### config.mk
export PLATFORM = sky130hd
export DESIGN_NAME = ir_distance_linearizer
export DESIGN_NICKNAME = d
export VERILOG_FILES = /design/src/hdl/irdl_pkg.sv /design/src/hdl/irdl_ctrl.sv /design/src/hdl/irdl_dp.sv /design/src/hdl/ir_distance_linearizer.sv
export SDC_FILE = /design/constraint.sdc
export NUM_CORES = 1
export LEC_CHECK = 0
export ABC_AREA = 1
export BUFFER_PORTS_ARGS = -buffer_cell sky130_fd_sc_hd__buf_2
export CORE_UTILIZATION = 63
export DETAILED_ROUTE_END_ITERATION = 10
export PLACE_DENSITY = 0.88
export SLEW_MARGIN = 5
export SYNTH_ARGS = -nofsm -noshare
export SYNTH_HDL_FRONTEND = slang
export SYNTH_SLANG_ARGS = --single-unit
### constraint.sdc
create_clock -name clk -period 4.69 [get_ports clk]
set_input_delay 0.938 -clock clk [delete_from_list [all_inputs] [get_ports clk]]
set_output_delay 0.938 -clock clk [all_outputs]
set_load 0.005 [all_outputs]
### src/hdl/irdl_pkg.sv
// irdl_pkg: shared types, widths, register indexes and reset values for the
// ir distance linearizer. No dependencies.
`timescale 1ns / 1ps

package irdl_pkg;

  localparam int DEF_MAX_SAMPLES = 8;
  localparam int DEF_SAMPLE_BITS = 12;

  localparam int COUNT_W = 4;
  localparam int THR_W   = 12;
  localparam int CURVE_W = 22;
  localparam int DIST_W  = 11;
  localparam int LSTAT_W = 2;

  localparam int CFG_IDX_W  = 3;
  localparam int CFG_DATA_W = CURVE_W;

  localparam int OUT_TDATA_W = ((DIST_W + 7) / 8) * 8;

  localparam logic [COUNT_W-1:0] RST_SAMPLE_COUNT   = COUNT_W'(5);
  localparam logic [THR_W-1:0]   RST_THRESHOLD_MV   = THR_W'(420);
  localparam logic [CURVE_W-1:0] RST_CURVE_CONSTANT = CURVE_W'(278600);
  localparam logic [DIST_W-1:0]  RST_NEAR_LIMIT     = DIST_W'(100);
  localparam logic [DIST_W-1:0]  RST_FAR_LIMIT      = DIST_W'(800);

  typedef enum logic [CFG_IDX_W-1:0] {
    REG_SAMPLE_COUNT   = 3'd0,
    REG_THRESHOLD_MV   = 3'd1,
    REG_CURVE_CONSTANT = 3'd2,
    REG_NEAR_LIMIT     = 3'd3,
    REG_FAR_LIMIT      = 3'd4
  } cfg_reg_t;

  localparam logic [LSTAT_W-1:0] LSTAT_IN_RANGE = 2'd0;
  localparam logic [LSTAT_W-1:0] LSTAT_NEAR     = 2'd1;
  localparam logic [LSTAT_W-1:0] LSTAT_FAR      = 2'd2;

  typedef struct packed {
    logic accept;
    logic calc;
    logic div_load;
    logic div_step;
    logic finish;
  } dp_cmd_t;

  typedef struct packed {
    logic group_end;
    logic below;
    logic div_done;
  } dp_status_t;

endpackage

### src/hdl/irdl_ctrl.sv
// irdl_ctrl: sequencer for accumulate, offset, serial divide and clamp steps.
// Depends on irdl_pkg for the command and status structs.
`timescale 1ns / 1ps

module irdl_ctrl
  import irdl_pkg::*;
(
  input  logic       clk,
  input  logic       rst_n,
  input  logic       in_tvalid,
  output logic       in_tready,
  output logic       out_tvalid,
  input  logic       out_tready,
  input  dp_status_t status,
  output dp_cmd_t    cmd
);

  typedef enum logic [4:0] {
    S_IDLE   = 5'b00001,
    S_CALC   = 5'b00010,
    S_CHECK  = 5'b00100,
    S_DIV    = 5'b01000,
    S_FINISH = 5'b10000
  } state_t;

  state_t state_r, state_nxt;
  logic   out_valid_r, out_valid_nxt;
  logic   out_free;

  assign in_tready  = (state_r == S_IDLE);
  assign out_tvalid = out_valid_r;
  assign out_free   = !out_valid_r || out_tready;

  always_comb begin
    state_nxt     = state_r;
    out_valid_nxt = out_valid_r && !out_tready;
    cmd           = '0;
    case (state_r)
      S_IDLE: begin
        if (in_tvalid) begin
          cmd.accept = 1'b1;
          if (status.group_end) state_nxt = S_CALC;
        end
      end
      S_CALC: begin
        cmd.calc  = 1'b1;
        state_nxt = S_CHECK;
      end
      S_CHECK: begin
        if (status.below) begin
          state_nxt = S_FINISH;
        end else begin
          cmd.div_load = 1'b1;
          state_nxt    = S_DIV;
        end
      end
      S_DIV: begin
        cmd.div_step = 1'b1;
        if (status.div_done) state_nxt = S_FINISH;
      end
      S_FINISH: begin
        if (out_free) begin
          cmd.finish    = 1'b1;
          out_valid_nxt = 1'b1;
          state_nxt     = S_IDLE;
        end
      end
      default: begin
        state_nxt = S_IDLE;
      end
    endcase
  end

  always_ff @(posedge clk) begin
    if (!rst_n) begin
      state_r     <= S_IDLE;
      out_valid_r <= 1'b0;
    end else begin
      state_r     <= state_nxt;
      out_valid_r <= out_valid_nxt;
    end
  end

  a_finish_to_idle: assert property (@(posedge clk) disable iff (!rst_n)
    (state_r == S_FINISH && out_free) |=> (state_r == S_IDLE && out_valid_r))
    else $error("finish did not publish a result");

  a_calc_then_check: assert property (@(posedge clk) disable iff (!rst_n)
    (state_r == S_CALC) |=> (state_r == S_CHECK))
    else $error("offset step not followed by check");

  a_div_end: assert property (@(posedge clk) disable iff (!rst_n)
    (state_r == S_DIV && status.div_done) |=> (state_r == S_FINISH))
    else $error("divider end missed");

  a_held_result: assert property (@(posedge clk) disable iff (!rst_n)
    (state_r == S_FINISH && !out_free) |=> (state_r == S_FINISH && out_valid_r))
    else $error("pending result overwritten");

endmodule

### src/hdl/irdl_dp.sv
// irdl_dp: configuration registers, sample accumulator, offset products,
// restoring serial divider and clamp/output registers. Depends on irdl_pkg.
`timescale 1ns / 1ps

module irdl_dp
  import irdl_pkg::*;
#(
  parameter int MAX_SAMPLES = DEF_MAX_SAMPLES,
  parameter int SAMPLE_BITS = DEF_SAMPLE_BITS
) (
  input  logic                  clk,
  input  logic                  rst_n,
  input  logic                  cfg_we,
  input  logic [CFG_IDX_W-1:0]  cfg_index,
  input  logic [CFG_DATA_W-1:0] cfg_data,
  input  logic [SAMPLE_BITS-1:0] sample_mv,
  input  dp_cmd_t               cmd,
  output dp_status_t            status,
  output logic [DIST_W-1:0]     distance_tenths,
  output logic [LSTAT_W-1:0]    limit_status
);

  localparam int CNT_W  = $clog2(MAX_SAMPLES + 1);
  localparam int SUM_W  = SAMPLE_BITS + $clog2(MAX_SAMPLES);
  localparam int OFF_W  = THR_W + CNT_W;
  localparam int NUM_W  = CURVE_W + CNT_W;
  localparam int CMP_W  = (OFF_W > SUM_W) ? OFF_W : SUM_W;
  localparam int STEP_W = $clog2(NUM_W);

  logic [COUNT_W-1:0] count_cfg_r;
  logic [THR_W-1:0]   thr_r;
  logic [CURVE_W-1:0] curve_r;
  logic [DIST_W-1:0]  near_r;
  logic [DIST_W-1:0]  far_r;

  logic [SUM_W-1:0]   sum_r, sum_nxt;
  logic [CNT_W-1:0]   cnt_r, cnt_nxt;
  logic [CNT_W-1:0]   n_eff;
  logic [CNT_W:0]     cnt_inc;

  logic [OFF_W-1:0]   off_r;
  logic [NUM_W-1:0]   num_r;
  logic [CMP_W-1:0]   diff;

  logic [NUM_W-1:0]   q_r;
  logic [SUM_W-1:0]   rem_r;
  logic [SUM_W-1:0]   den_r;
  logic [STEP_W-1:0]  step_r;
  logic [SUM_W:0]     rem_sh;
  logic [SUM_W:0]     rem_sub;
  logic               fits;

  logic [NUM_W-1:0]   value;
  logic [LSTAT_W-1:0] base_st;
  logic [DIST_W-1:0]  dist_nxt;
  logic [LSTAT_W-1:0] lstat_nxt;
  logic [DIST_W-1:0]  dist_r;
  logic [LSTAT_W-1:0] lstat_r;

  // configuration registers
  always_ff @(posedge clk) begin
    if (!rst_n) begin
      count_cfg_r <= RST_SAMPLE_COUNT;
      thr_r       <= RST_THRESHOLD_MV;
      curve_r     <= RST_CURVE_CONSTANT;
      near_r      <= RST_NEAR_LIMIT;
      far_r       <= RST_FAR_LIMIT;
    end else if (cfg_we) begin
      case (cfg_index)
        REG_SAMPLE_COUNT:   count_cfg_r <= cfg_data[COUNT_W-1:0];
        REG_THRESHOLD_MV:   thr_r       <= cfg_data[THR_W-1:0];
        REG_CURVE_CONSTANT: curve_r     <= cfg_data[CURVE_W-1:0];
        REG_NEAR_LIMIT:     near_r      <= cfg_data[DIST_W-1:0];
        REG_FAR_LIMIT:      far_r       <= cfg_data[DIST_W-1:0];
        default: begin
        end
      endcase
    end
  end

  // effective group size
  always_comb begin
    if (count_cfg_r == '0) begin
      n_eff = CNT_W'(1);
    end else if (32'(count_cfg_r) > MAX_SAMPLES) begin
      n_eff = CNT_W'(MAX_SAMPLES);
    end else begin
      n_eff = CNT_W'(count_cfg_r);
    end
  end

  assign cnt_inc = {1'b0, cnt_r} + (CNT_W + 1)'(1);

  always_comb begin
    sum_nxt = sum_r;
    cnt_nxt = cnt_r;
    if (cmd.accept) begin
      sum_nxt = sum_r + SUM_W'(sample_mv);
      cnt_nxt = status.group_end ? '0 : cnt_inc[CNT_W-1:0];
    end else if (cmd.finish) begin
      sum_nxt = '0;
      cnt_nxt = '0;
    end
  end

  always_ff @(posedge clk) begin
    if (!rst_n) begin
      sum_r <= '0;
      cnt_r <= '0;
    end else begin
      sum_r <= sum_nxt;
      cnt_r <= cnt_nxt;
    end
  end

  // offset and numerator products
  always_ff @(posedge clk) begin
    if (cmd.calc) begin
      off_r <= OFF_W'(thr_r) * OFF_W'(n_eff);
      num_r <= NUM_W'(curve_r) * NUM_W'(n_eff);
    end
  end

  assign diff = CMP_W'(sum_r) - CMP_W'(off_r);

  // restoring divider, one quotient bit per cycle
  assign rem_sh  = {rem_r, q_r[NUM_W-1]};
  assign rem_sub = rem_sh - {1'b0, den_r};
  assign fits    = (rem_sh >= {1'b0, den_r});

  always_ff @(posedge clk) begin
    if (cmd.div_load) begin
      q_r    <= num_r;
      rem_r  <= '0;
      den_r  <= diff[SUM_W-1:0];
      step_r <= '0;
    end else if (cmd.div_step) begin
      q_r    <= {q_r[NUM_W-2:0], fits};
      rem_r  <= fits ? rem_sub[SUM_W-1:0] : rem_sh[SUM_W-1:0];
      step_r <= step_r + STEP_W'(1);
    end
  end

  // clamp
  always_comb begin
    value   = status.below ? NUM_W'(far_r) : q_r;
    base_st = status.below ? LSTAT_FAR : LSTAT_IN_RANGE;
    if (value < NUM_W'(near_r)) begin
      dist_nxt  = near_r;
      lstat_nxt = LSTAT_NEAR;
    end else if (value > NUM_W'(far_r)) begin
      dist_nxt  = far_r;
      lstat_nxt = LSTAT_FAR;
    end else begin
      dist_nxt  = value[DIST_W-1:0];
      lstat_nxt = base_st;
    end
  end

  always_ff @(posedge clk) begin
    if (cmd.finish) begin
      dist_r  <= dist_nxt;
      lstat_r <= lstat_nxt;
    end
  end

  assign status.group_end = (cnt_inc >= {1'b0, n_eff});
  assign status.below     = (CMP_W'(sum_r) <= CMP_W'(off_r));
  assign status.div_done  = (step_r == STEP_W'(NUM_W - 1));

  assign distance_tenths = dist_r;
  assign limit_status    = lstat_r;

endmodule

### src/hdl/ir_distance_linearizer.sv
// ir_distance_linearizer: top level joining the controller and datapath.
// Depends on irdl_pkg, irdl_ctrl and irdl_dp.
//
//   group   dir   fields (low bit up)                      transfer when
//   in_     in    tdata: sample_mv                         tvalid && tready
//   out_    out   tdata: distance_tenths; tuser: status    tvalid && tready
//   cfg_    in    index / data write, no read-back         cfg_we
//
// a sample that does not end a group is accepted while idle; a group-ending
// sample goes on through the offset, check, restoring serial divide (one bit
// per cycle) and finish states, skipping the divide when at or below threshold.
// in_tready is high only while idle; a finished result waits in the output
// register while further samples accumulate, and the next group end stalls
// until that result is taken.
// synchronous active-low reset restores register defaults and clears the group.
`timescale 1ns / 1ps

module ir_distance_linearizer
  import irdl_pkg::*;
#(
  parameter int MAX_SAMPLES = DEF_MAX_SAMPLES,
  parameter int SAMPLE_BITS = DEF_SAMPLE_BITS
) (
  input  logic                  clk,
  input  logic                  rst_n,
  input  logic                  cfg_we,
  input  logic [CFG_IDX_W-1:0]  cfg_index,
  input  logic [CFG_DATA_W-1:0] cfg_data,
  input  logic                  in_tvalid,
  output logic                  in_tready,
  input  logic [((SAMPLE_BITS + 7) / 8) * 8 - 1:0] in_tdata,  // sample_mv
  output logic                  out_tvalid,
  input  logic                  out_tready,
  output logic [OUT_TDATA_W-1:0] out_tdata,  // distance_tenths
  output logic [LSTAT_W-1:0]    out_tuser    // limit_status
);

  dp_cmd_t           cmd;
  dp_status_t        status;
  logic [DIST_W-1:0] distance_tenths;

  irdl_ctrl u_ctrl (
    .clk        (clk),
    .rst_n      (rst_n),
    .in_tvalid  (in_tvalid),
    .in_tready  (in_tready),
    .out_tvalid (out_tvalid),
    .out_tready (out_tready),
    .status     (status),
    .cmd        (cmd)
  );

  irdl_dp #(
    .MAX_SAMPLES (MAX_SAMPLES),
    .SAMPLE_BITS (SAMPLE_BITS)
  ) u_dp (
    .clk             (clk),
    .rst_n           (rst_n),
    .cfg_we          (cfg_we),
    .cfg_index       (cfg_index),
    .cfg_data        (cfg_data),
    .sample_mv       (in_tdata[SAMPLE_BITS-1:0]),
    .cmd             (cmd),
    .status          (status),
    .distance_tenths (distance_tenths),
    .limit_status    (out_tuser)
  );

  assign out_tdata = OUT_TDATA_W'(distance_tenths);

endmodule
==> results.json, run 1 <==
{
  "drc": 0,
  "cp.required_ns": 4.95,
  "hpwl_um": 23960,
  "skew_ns": 0.008917,
  "worst_pin_slew_ns": 1.085,
  "holdCritPathClass": "reg2reg",
  "postPlaceCellArea_sq_um": 14640,
  "synth_cell_types": 46,
  "post-route-period-util": 0.9338,
  "synth_cells": 1772,
  "postLayoutCoreUtil": 0.7015,
  "portBuffers": 56,
  "hold_viol_final": 0,
  "firstDrtPassIters": 5,
  "start_util": 0.6448,
  "die_area_sq_um": 23010,
  "clk_pin_slew_worst_paths_ns": 0.06,
  "synthToLayoutAreaGrowth_pct": 8.802,
  "overflow": 0,
  "core_area_sq_um": 21890,
  "p_leak_uw": 0.007475,
  "nFillCells": 1611,
  "clk_latency_ns": 0.51,
  "num_rows": 54,
  "clock_path_buffers": 3,
  "vias": 11990,
  "cts_buffers": 22,
  "clockRootBuffer": "clkbuf_16",
  "routed_wl_um": 31880,
  "final_cells": 2119,
  "pwr-share-seq": 0.405,
  "cts_tree": "done",
  "synth_edf_count": 96,
  "arrival_ns": 4.64,
  "maxSlewHeadroom": 0.2769,
  "crit_type": "reg2reg",
  "antenna_found_initial": 0,
  "slew_violations": 0,
  "slowest_stage": "fa_1",
  "antenna_cells": 0,
  "finalSetupTns_ns": 0,
  "critPathMaxStageDelay_ns": 0.44,
  "crit_path_start_kind": "flop",
  "grt_usage": 0.2850,
  "p_int_uw": 3468,
  "hold_ws_ns": 0.4718,
  "wl_met3_um": 2807,
  "grt_first_pass_wirelength_um": 52260,
  "peakVddDrop_v": 0.0002198,
  "combPwrFrac": 0.256,
  "maxCapViolCount": 0,
  "synthesis.area_sq_um": 14110,
  "highest_layer": "met4",
  "ys_seq_area_frac": 0.3532,
  "drtIter0Drc": 1158,
  "dp_cells": 2079,
  "io-pin-count": 66,
  "ys_ff_latch": 201,
  "postSynth.asyncResetShare": 0,
  "die_w_um": 151.7,
  "layout.nets": 2050,
  "grt_pass1_vias": 11150,
  "fmax_ghz": 0.2283,
  "pwr-share-clk": 0.339,
  "via_per_inst": 5.660,
  "postCtsResizedCells": 0,
  "ant_nets": 0,
  "grt_max_degree": 63,
  "gp_congestion": 0.9318,
  "cp_max_fo": 35,
  "status": "finished, final reports clean",
  "path_cells": "buf_4 -> nor2_1 -> clkinv_1 -> nor2_1 -> fa_1 -> inv_1 -> fa_1 -> inv_1 -> ha_1 -> a21o_1 -> nand3_1 -> nand2_1 -> nand2_1 -> nand3_1 -> a21oi_1 -> o21bai_1 -> nand3_1 -> nand2_1 -> xor2_1",
  "critPathCaptureType": "flop",
  "rsz0062_at_grt": "false",
  "die_h_um": 151.7,
  "final_area_sq_um": 15360,
  "layout-drive-gt1-share": 0.06852,
  "path_delay_family": "adder cells",
  "min_period_ns": 4.380,
  "powerDensity_nw_per_um2": 333.1,
  "p_sw_frac": 0.3221,
  "switching_power_uw": 1648,
  "clock_sinks": 201,
  "syn_area_per_cell_sq_um": 7.965,
  "cts_max_level": 1,
  "setup_violations": 0,
  "wl_met1_um": 13410,
  "ys.flop_type": "dfxtp_1",
  "post-cts-setup-buffers": 0,
  "dr_wl_met2_um": 14590,
  "critPathBufInv": 4,
  "wl_per_cell_um": 15.05,
  "ctsHoldBuffers": 0,
  "synth_warnings": 0
}
-- state kept, by name, summed over array words and instances (netlist names) --
register,flops
u_dp.sum_r,15
u_dp.cnt_r,4
u_dp.q_r,26
u_dp.off_r,16
u_ctrl.state_r,5
u_dp.step_r,5
u_dp.num_r,26
u_dp.thr_r,12
u_dp.rem_r,15
u_dp.near_r,11
u_dp.distance_tenths,11
u_dp.limit_status,2
u_dp.den_r,15
u_dp.count_cfg_r,4
u_dp.far_r,11
u_ctrl.out_tvalid,1
u_dp.curve_r,22
-- synthesized netlist by cell type, types with 7 or more instances --
cell      count  area, sq um
nand2_1     399         1498
inv_1       289         1085
a21oi_1     161        805.8
o21ai_0     122        610.6
nor2_1      119        446.7
ha_1        118         1476
dfxtp_1     105         2102
edfxtp_1     96         2883
fa_1         63         1261
nand3_1      53        265.3
xor2_1       37        324.1
clkbuf_1     32        120.1
xnor2_1      27        236.5
nand4_1      16        100.1
o211ai_1     15        112.6
a31oi_1      14        87.58
nor3_1       13        65.06
o21ai_1      12        60.06
a21o_1       11        82.58
nand2_2      10        62.56
buf_4         8        60.06
buf_2         7        35.03
-- metrics by stage --
step / total power [uW] / worst slack [ns]
global route: 5366 / 0.01504
finish: 5116 / 0.3103
global placement: 3306 / 0.5748
CTS: 5107 / 0.4406
floorplan: 3064 / 0.6387
detailed placement: 3383 / 0.5008
-- layout make-up --
type	instances	area [sq um]	share of cell area
clock buffer	32	639.4	0.04163
sequential	201	4985	0.3246
multi-input combinational	1230	7791	0.5073
inverter	295	1107	0.07210
tap	280	350.3	0.02281
timing repair buffer	73	407.9	0.02656
clock inverter	8	76.32	0.004970
-- final timing paths --
kind	from	to	cells after the start	slack, ns
worst min register to register	u_dp.rem_r[2]	u_dp.rem_r[2]	2	0.47
worst max-delay path	u_dp.count_cfg_r[3]	u_dp.num_r[22]	19	0.31
worst min-delay path	u_dp.rem_r[2]	u_dp.rem_r[2]	2	0.47
worst max register to register	u_dp.count_cfg_r[3]	u_dp.num_r[22]	19	0.31
-- cells in the final DEF (no fill, tap or decap), types with 3 or more instances in the layout --
| cell | instances |
|---|---|
| nand4_1 | 16 |
| a21o_1 | 11 |
| conb_1 | 5 |
| clkinv_1 | 7 |
| buf_2 | 56 |
| nand2_1 | 399 |
| o211ai_1 | 15 |
| fa_1 | 63 |
| a21boi_0 | 3 |
| clkbuf_8 | 3 |
| nor2_1 | 118 |
| ha_1 | 118 |
| clkbuf_16 | 23 |
| o21ai_1 | 12 |
| nand3_1 | 53 |
| a31oi_1 | 14 |
| clkbuf_1 | 6 |
| o21ai_0 | 122 |
| o31ai_1 | 3 |
| o21a_1 | 3 |
| nor4_1 | 4 |
| edfxtp_1 | 96 |
| xor2_1 | 37 |
| inv_1 | 289 |
| buf_4 | 17 |
| a21oi_1 | 161 |
| dfxtp_1 | 105 |
| nand2_2 | 10 |
| nor3_1 | 13 |
| xnor2_1 | 27 |
| o21bai_1 | 4 |
-- routing by layer --
layer,up-vias,GRT usage
met2,510,0.4564
met1,5552,0.3884
met5,-,0
li1,5844,-
met3,88,0.04132
met4,0,0.1149
-- power groups by stage --
stage | registers (uW) | logic, uW | clock network (uW)
floorplan | 2090 | 978 | 0
global route | 2090 | 1470 | 1810
detailed placement | 2110 | 1270 | 0
finish | 2070 | 1310 | 1730
CTS | 2070 | 1290 | 1740
global placement | 2100 | 1200 | 0
-- worst reg2reg max path, cell delays in order, from the launching register on --
cell and delay, ns:
dfxtp_1 0.31, buf_4 0.25, nor2_1 0.22, clkinv_1 0.40
nor2_1 0.27, fa_1 0.44, inv_1 0.10, fa_1 0.42
inv_1 0.11, ha_1 0.32, a21o_1 0.24, nand3_1 0.08
nand2_1 0.07, nand2_1 0.06, nand3_1 0.12, a21oi_1 0.30
o21bai_1 0.14, nand3_1 0.08, nand2_1 0.07, xor2_1 0.14
-- cell families (layout without fill, tap and decap cells) --
kind of cell               Yosys count  count (layout)  share of synthesized area
AOI/OAI and AO/OA                  354             354                     0.1352
other                                1               5                  0.0002657
buffers and inverters              345             408                    0.09609
adders and majority gates          181             181                     0.1940
DFF                                201             201                     0.3532
and+or+nand+nor                    626             626                     0.1816
xor gates and xnor gates            64              64                    0.03971
Note: power is estimated with default switching activity, not from simulation.
==> run 2: changes to the inputs <==
CORE_UTILIZATION = 65   (was 63)
CTS_BUF_LIST = sky130_fd_sc_hd__clkbuf_8   (was not set)
PLACE_DENSITY = 0.91   (was 0.88)
==> run 2 against run 1 <==
Effect of this change:
- fmax grew 0.46%
- die area decreased by 3.0%
- via count rose by 1.1%
- final area down 0.20%
- first-iteration DRC count is 18% lower
- routed wire length increased by 1.5%
- clock skew up 0.020 ns
- clock power is 6% lower
- critical path depth decreased by 2
- core utilization up 2.3 points
- clock-buffer cell count rose by 10
- non-clock buffer count down 2
- largest cell class unchanged
- largest power group unchanged
==> results.json, run 2 (synthesized netlist as in run 1, its figures left out) <==
{
  "overflow": 0,
  "peakVddDrop_v": 0.0001865,
  "layout-drive-gt1-share": 0.07738,
  "num_rows": 53,
  "clockRootBuffer": "clkbuf_8",
  "grt_usage": 0.2974,
  "post-cts-setup-buffers": 0,
  "skew_ns": 0.02844,
  "die_h_um": 149.4,
  "grt_max_degree": 63,
  "finalSetupTns_ns": 0,
  "grt_pass1_vias": 11430,
  "final_cell_mix": "nand2_1 (399), inv_1 (300), a21oi_1 (161)",
  "hold_viol_final": 0,
  "arrival_ns": 4.64,
  "critPathCaptureType": "flop",
  "hpwl_um": 24170,
  "crit_type": "reg2reg",
  "die_area_sq_um": 22310,
  "clk_pin_slew_worst_paths_ns": 0.07,
  "postPlaceCellArea_sq_um": 14620,
  "min_period_ns": 4.360,
  "maxSlewHeadroom": 0.3923,
  "p_leak_uw": 0.007524,
  "crit_path_start_kind": "flop",
  "synthToLayoutAreaGrowth_pct": 8.590,
  "worst_pin_slew_ns": 0.9106,
  "fmax_ghz": 0.2294,
  "maxCapViolCount": 0,
  "rsz0062_at_grt": "false",
  "via_per_inst": 5.678,
  "post-route-period-util": 0.9296,
  "grt_first_pass_wirelength_um": 53120,
  "cp.required_ns": 4.97,
  "clock_sinks": 201,
  "layout.nets": 2061,
  "cts_buffers": 35,
  "start_util": 0.6672,
  "slew_violations": 0,
  "cts_max_level": 2,
  "io-pin-count": 66,
  "clock_path_buffers": 3,
  "portBuffers": 56,
  "clk_latency_ns": 0.55,
  "layout_commonest_cell": "nand2_1",
  "vias": 12130,
  "antenna_found_initial": 0,
  "core_area_sq_um": 21150,
  "gp_congestion": 0.9644,
  "cp_max_fo": 15,
  "holdCritPathClass": "reg2reg",
  "powerDensity_nw_per_um2": 326.7,
  "reg2reg_depth": 17,
  "drc": 0,
  "ant_nets": 0,
  "setup_violations": 0,
  "wl_per_cell_um": 15.14,
  "cts_tree": "done",
  "reg_top3": "u_dp.num_r: 26 flops, u_dp.q_r: 26 flops, u_dp.curve_r: 22 flops",
  "status": "finished, final reports clean",
  "holdPathStages": 2,
  "firstDrtPassIters": 6,
  "die_w_um": 149.4,
  "routed_wl_um": 32350,
  "postLayoutCoreUtil": 0.7246,
  "final_area_sq_um": 15330,
  "drtIter0Drc": 954,
  "antenna_cells": 0
}
==> run 2: changes by cell type in the layout (fill, tap and decap cells not counted), moves of 2 or more <==
cell	before	now
buf_4	17	15
clkbuf_1	6	0
clkbuf_16	23	0
clkbuf_8	3	42
clkinv_2	0	5
inv_1	289	300
==> run 2: per-stage QoR <==
| step | setup WS [ns] | total power [uW] | std cells | hold WS (ns) |
|---|---|---|---|---|
| final | 0.3304 | 5008 | 2136 | 0.4802 |
| after global routing | 0.02622 | 5265 | 2136 | 0.5099 |
| after CTS | 0.2068 | 4999 | 2136 | 0.4749 |
| after detailed placement | 0.2640 | 3378 | 2072 | 0.4636 |
| after global placement | 0.4166 | 3302 | 2072 | 0.4585 |
| after floorplan | 0.6387 | 3064 | 1776 | 0.4448 |
==> run 2: power breakdown <==
group | leakage, uW | switching (uW) | internal [uW]
Combinational | 0.00540 | 846 | 464
Clock | 0.000400 | 750 | 874
Sequential | 0.00172 | 77.9 | 2000
Total | 0.00752 | 1670 | 3330
==> run 2: routing by layer <==
metal  vias to the layer above  GRT usage  part of all wire
met3                        81    0.06422             0.093
met4                         0     0.1214             0.032
li1                       5879          -                 -
met2                       557     0.4829              0.47
met5                         -          0                 0
met1                      5612     0.3848              0.41
==> run 2: layout make-up <==
type | count | area [sq um]
fill | 1459 | 5827
inverter | 295 | 1109
clock buffer | 42 | 578.1
tap | 275 | 344.1
sequential | 201 | 4986
clock inverter | 22 | 126.4
timing repair buffer | 71 | 392.9
multi-input combinational | 1230 | 7791
==> run 2: critical path, stage by stage (launching register included) <==
cell,delay [ns]
dfxtp_2,0.51
inv_1,0.15
nand2_1,0.15
buf_4,0.26
nor2_1,0.10
fa_1,0.52
inv_1,0.06
fa_1,0.53
inv_1,0.04
ha_1,0.35
a21o_1,0.21
a31oi_1,0.21
nand3_1,0.19
a21oi_1,0.31
o21bai_1,0.17
nand3_1,0.09
nand2_1,0.07
xor2_1,0.15
==> run 2: path summary, 6_finish.rpt <==
path,startpoint,endpoint,slack (ns)
setup / recovery,u_dp.count_cfg_r[3],u_dp.num_r[22],0.33
hold / removal,u_dp.rem_r[4],u_dp.rem_r[4],0.48
setup reg to reg,u_dp.count_cfg_r[3],u_dp.num_r[22],0.33
hold reg to reg,u_dp.rem_r[4],u_dp.rem_r[4],0.48
==> run 2: repair_timing <==
action | 4_1_cts | 5_1_grt
hold buffers | 0 | 0
gates resized for setup | 0 | 2
hold endpoints to repair | 0 | 0
setup endpoints to repair | 0 | 15
==> run 3: changes to the inputs <==
--- a/config.mk
+++ b/config.mk
@@ -8,8 +8,8 @@
 export ABC_AREA = 1
 export BUFFER_PORTS_ARGS = -buffer_cell sky130_fd_sc_hd__buf_2
-export CORE_UTILIZATION = 65
+export CORE_UTILIZATION = 35
 export CTS_BUF_LIST = sky130_fd_sc_hd__clkbuf_8
 export DETAILED_ROUTE_END_ITERATION = 10
-export PLACE_DENSITY = 0.91
+export PLACE_DENSITY = 0.57
 export SLEW_MARGIN = 5
 export SYNTH_ARGS = -nofsm -noshare
==> constraint.sdc (replaced) <==
create_clock -name clk -period 4.4 [get_ports clk]
set_input_delay 0 -clock clk [delete_from_list [all_inputs] [get_ports clk]]
set_output_delay 0 -clock clk [all_outputs]
set_load 0.005 [all_outputs]
==> run 3 against run 2 <==
Effect of this change:
- via count decreased by 3.0%
- clock-buffer cell count decreased by 4
- global-route usage is 13 points lower
- sequential share of layout area down 1.9 points
- hold slack got worse by 0.44 ns
- final area up 6.1%
- flip-flop and latch count unchanged
- routed wire length grew 5.7%
- total power grew 7.9%
- sequential power up 7%
- clock power grew 8%
==> results.json, run 3 (synthesized netlist as in run 1, its figures left out) <==
{
  "antenna_found_initial": 1,
  "path_cells": "inv_1 -> nand2_1 -> inv_1 -> buf_4 -> nand2_1 -> fa_1 -> inv_1 -> fa_1 -> ha_1 -> nand2_1 -> o21ai_0 -> a21oi_1 -> o21ai_0 -> a21oi_1 -> nor2_1 -> nor2_1 -> xor2_1",
  "cts_tree": "done",
  "final_cells": 2450,
  "vias": 11760,
  "hpwl_um": 25990,
  "p_leak_uw": 0.007745,
  "post-route-period-util": 0.9276,
  "cts_max_level": 2,
  "die_area_sq_um": 41140,
  "final_cell_mix": "nand2_1 (399), inv_1 (301), a21oi_1 (161)",
  "setup_ws_ns": 0.3188,
  "synthToLayoutAreaGrowth_pct": 15.23,
  "clockRootBuffer": "clkbuf_8",
  "maxCapViolCount": 0,
  "overflow": 0,
  "layout-drive-gt1-share": 0.07740,
  "drtIter0Drc": 757,
  "start_util": 0.3553,
  "regToRegSetupSlack_ns": 0.32,
  "clk_pin_slew_worst_paths_ns": 0.06,
  "reg_top3": "u_dp.num_r: 26 flops, u_dp.q_r: 26 flops, u_dp.curve_r: 22 flops",
  "routed_wl_um": 34190,
  "grt_usage": 0.1691,
  "post-cts-setup-buffers": 0,
  "cts_buffers": 38,
  "die_h_um": 202.8,
  "finalSetupTns_ns": 0,
  "grt_max_degree": 63,
  "status": "finished, final reports clean",
  "peakVddDrop_v": 0.0001537,
  "critPathCaptureType": "flop",
  "ant_nets": 0,
  "setup_violations": 0,
  "slowest_stage": "fa_1",
  "skew_ns": 0.05832,
  "crit_type": "reg2reg",
  "arrival_ns": 4.40,
  "num_rows": 73,
  "rr_endpoint": "u_dp.off_r[14]",
  "gp_congestion": 0.8948,
  "die_w_um": 202.8,
  "wl_per_cell_um": 13.95,
  "whs_endpoint": "u_dp.count_cfg_r[1]",
  "holdCritPathClass": "in2reg",
  "grt_first_pass_wirelength_um": 56590,
  "pre_cts_ws_ns": 0.2126,
  "antenna_cells": 0,
  "power_uw": 5404,
  "clk_latency_ns": 0.61,
  "rsz0062_at_grt": "false",
  "postPlaceCellArea_sq_um": 14970,
  "cp.required_ns": 4.71,
  "nFillCells": 4116,
  "worst_pin_slew_ns": 1.008,
  "via_per_inst": 4.802,
  "powerDensity_nw_per_um2": 332.3,
  "layout_commonest_cell": "nand2_1",
  "reg2reg_depth": 17,
  "cp_max_fo": 9,
  "core_area_sq_um": 39730,
  "clock_sinks": 201,
  "min_period_ns": 4.081,
  "slew_violations": 0,
  "layout.nets": 2124,
  "io-pin-count": 66,
  "drc": 0,
  "portBuffers": 56,
  "final_area_sq_um": 16260,
  "clock_path_buffers": 3,
  "critPathMaxStageDelay_ns": 0.50,
  "r2r-start": "u_dp.count_cfg_r[3]",
  "grt_pass1_vias": 11340,
  "holdPathStages": 6,
  "fmax_ghz": 0.2450,
  "firstDrtPassIters": 5,
  "maxSlewHeadroom": 0.3274,
  "worstHoldStart": "cfg_index[2]",
  "crit_path_start_kind": "flop",
  "dp_cells": 2325,
  "hold_viol_final": 0
}
[run 3: worst max-delay path by stage]
stage / from / endpoint / slack, ns / cells past startpoint
6_report: u_dp.count_cfg_r[3] / u_dp.off_r[14] / 0.32 / 17
4_1_cts: u_dp.sum_r[0] / u_dp.distance_tenths[8] / 0.16 / 26
5_1_grt: u_dp.sum_r[0] / u_dp.distance_tenths[6] / 0.002 / 27
2_1_floorplan: u_dp.count_cfg_r[3] / u_dp.num_r[22] / 0.35 / 19
3_5_place_dp: u_dp.off_r[0] / u_dp.distance_tenths[8] / 0.21 / 25
3_3_place_gp: u_dp.off_r[0] / u_dp.distance_tenths[5] / 0.23 / 25
[run 3: layout make-up]
cell class,instances,area (sq um),area share
Clock inverter,30,182.7,0.01123
Multi-Input combinational cell,1230,7799,0.4795
Clock buffer,38,523.0,0.03216
Timing Repair inverter,3,22.52,0.001385
Timing Repair Buffer,128,968.4,0.05954
Sequential cell,201,4985,0.3065
Tap cell,525,656.9,0.04039
Inverter,295,1127,0.06931
[run 3: worst max-delay path, delay by kind of cell, from the launching register on]
family | cells | cell delay, ns
DFF | 1 | 0.32
AOI/OAI and AO/OA | 4 | 0.66
adders and majority gates | 3 | 1.38
buffers and inverters | 4 | 0.80
and+or+nand+nor | 5 | 0.53
xor gates and xnor gates | 1 | 0.14
[run 3: power by group]
group	internal [uW]	total [uW]	switching, uW
logic	530	1440	910
registers	2130	2210	82.7
clock network	926	1750	826
total	3590	5400	1820
[run 3: what timing repair did]
action                                  in CTS  in global routing
gates resized for setup                      0                 14
endpoints found under the setup margin       0                 11
hold buffers                                54                  0
hold endpoints to repair                    75                  0
[run 3: per-stage QoR]
stage,hold WS [ns],utilization
finish,0.04303,0.4094
global route,0.05566,0.4094
CTS,0.01487,0.4082
detailed placement,0.2371,0.3769
global placement,0.2365,0.3769
floorplan,0.1263,-
[run 3: layer usage]
metal	up-vias	GRT usage	routed length (um)
li1	5999	-	-
met1	5461	0.2385	16830
met2	254	0.2685	14980
met3	50	0.02825	1783
met4	0	0.04135	588
met5	-	0	0
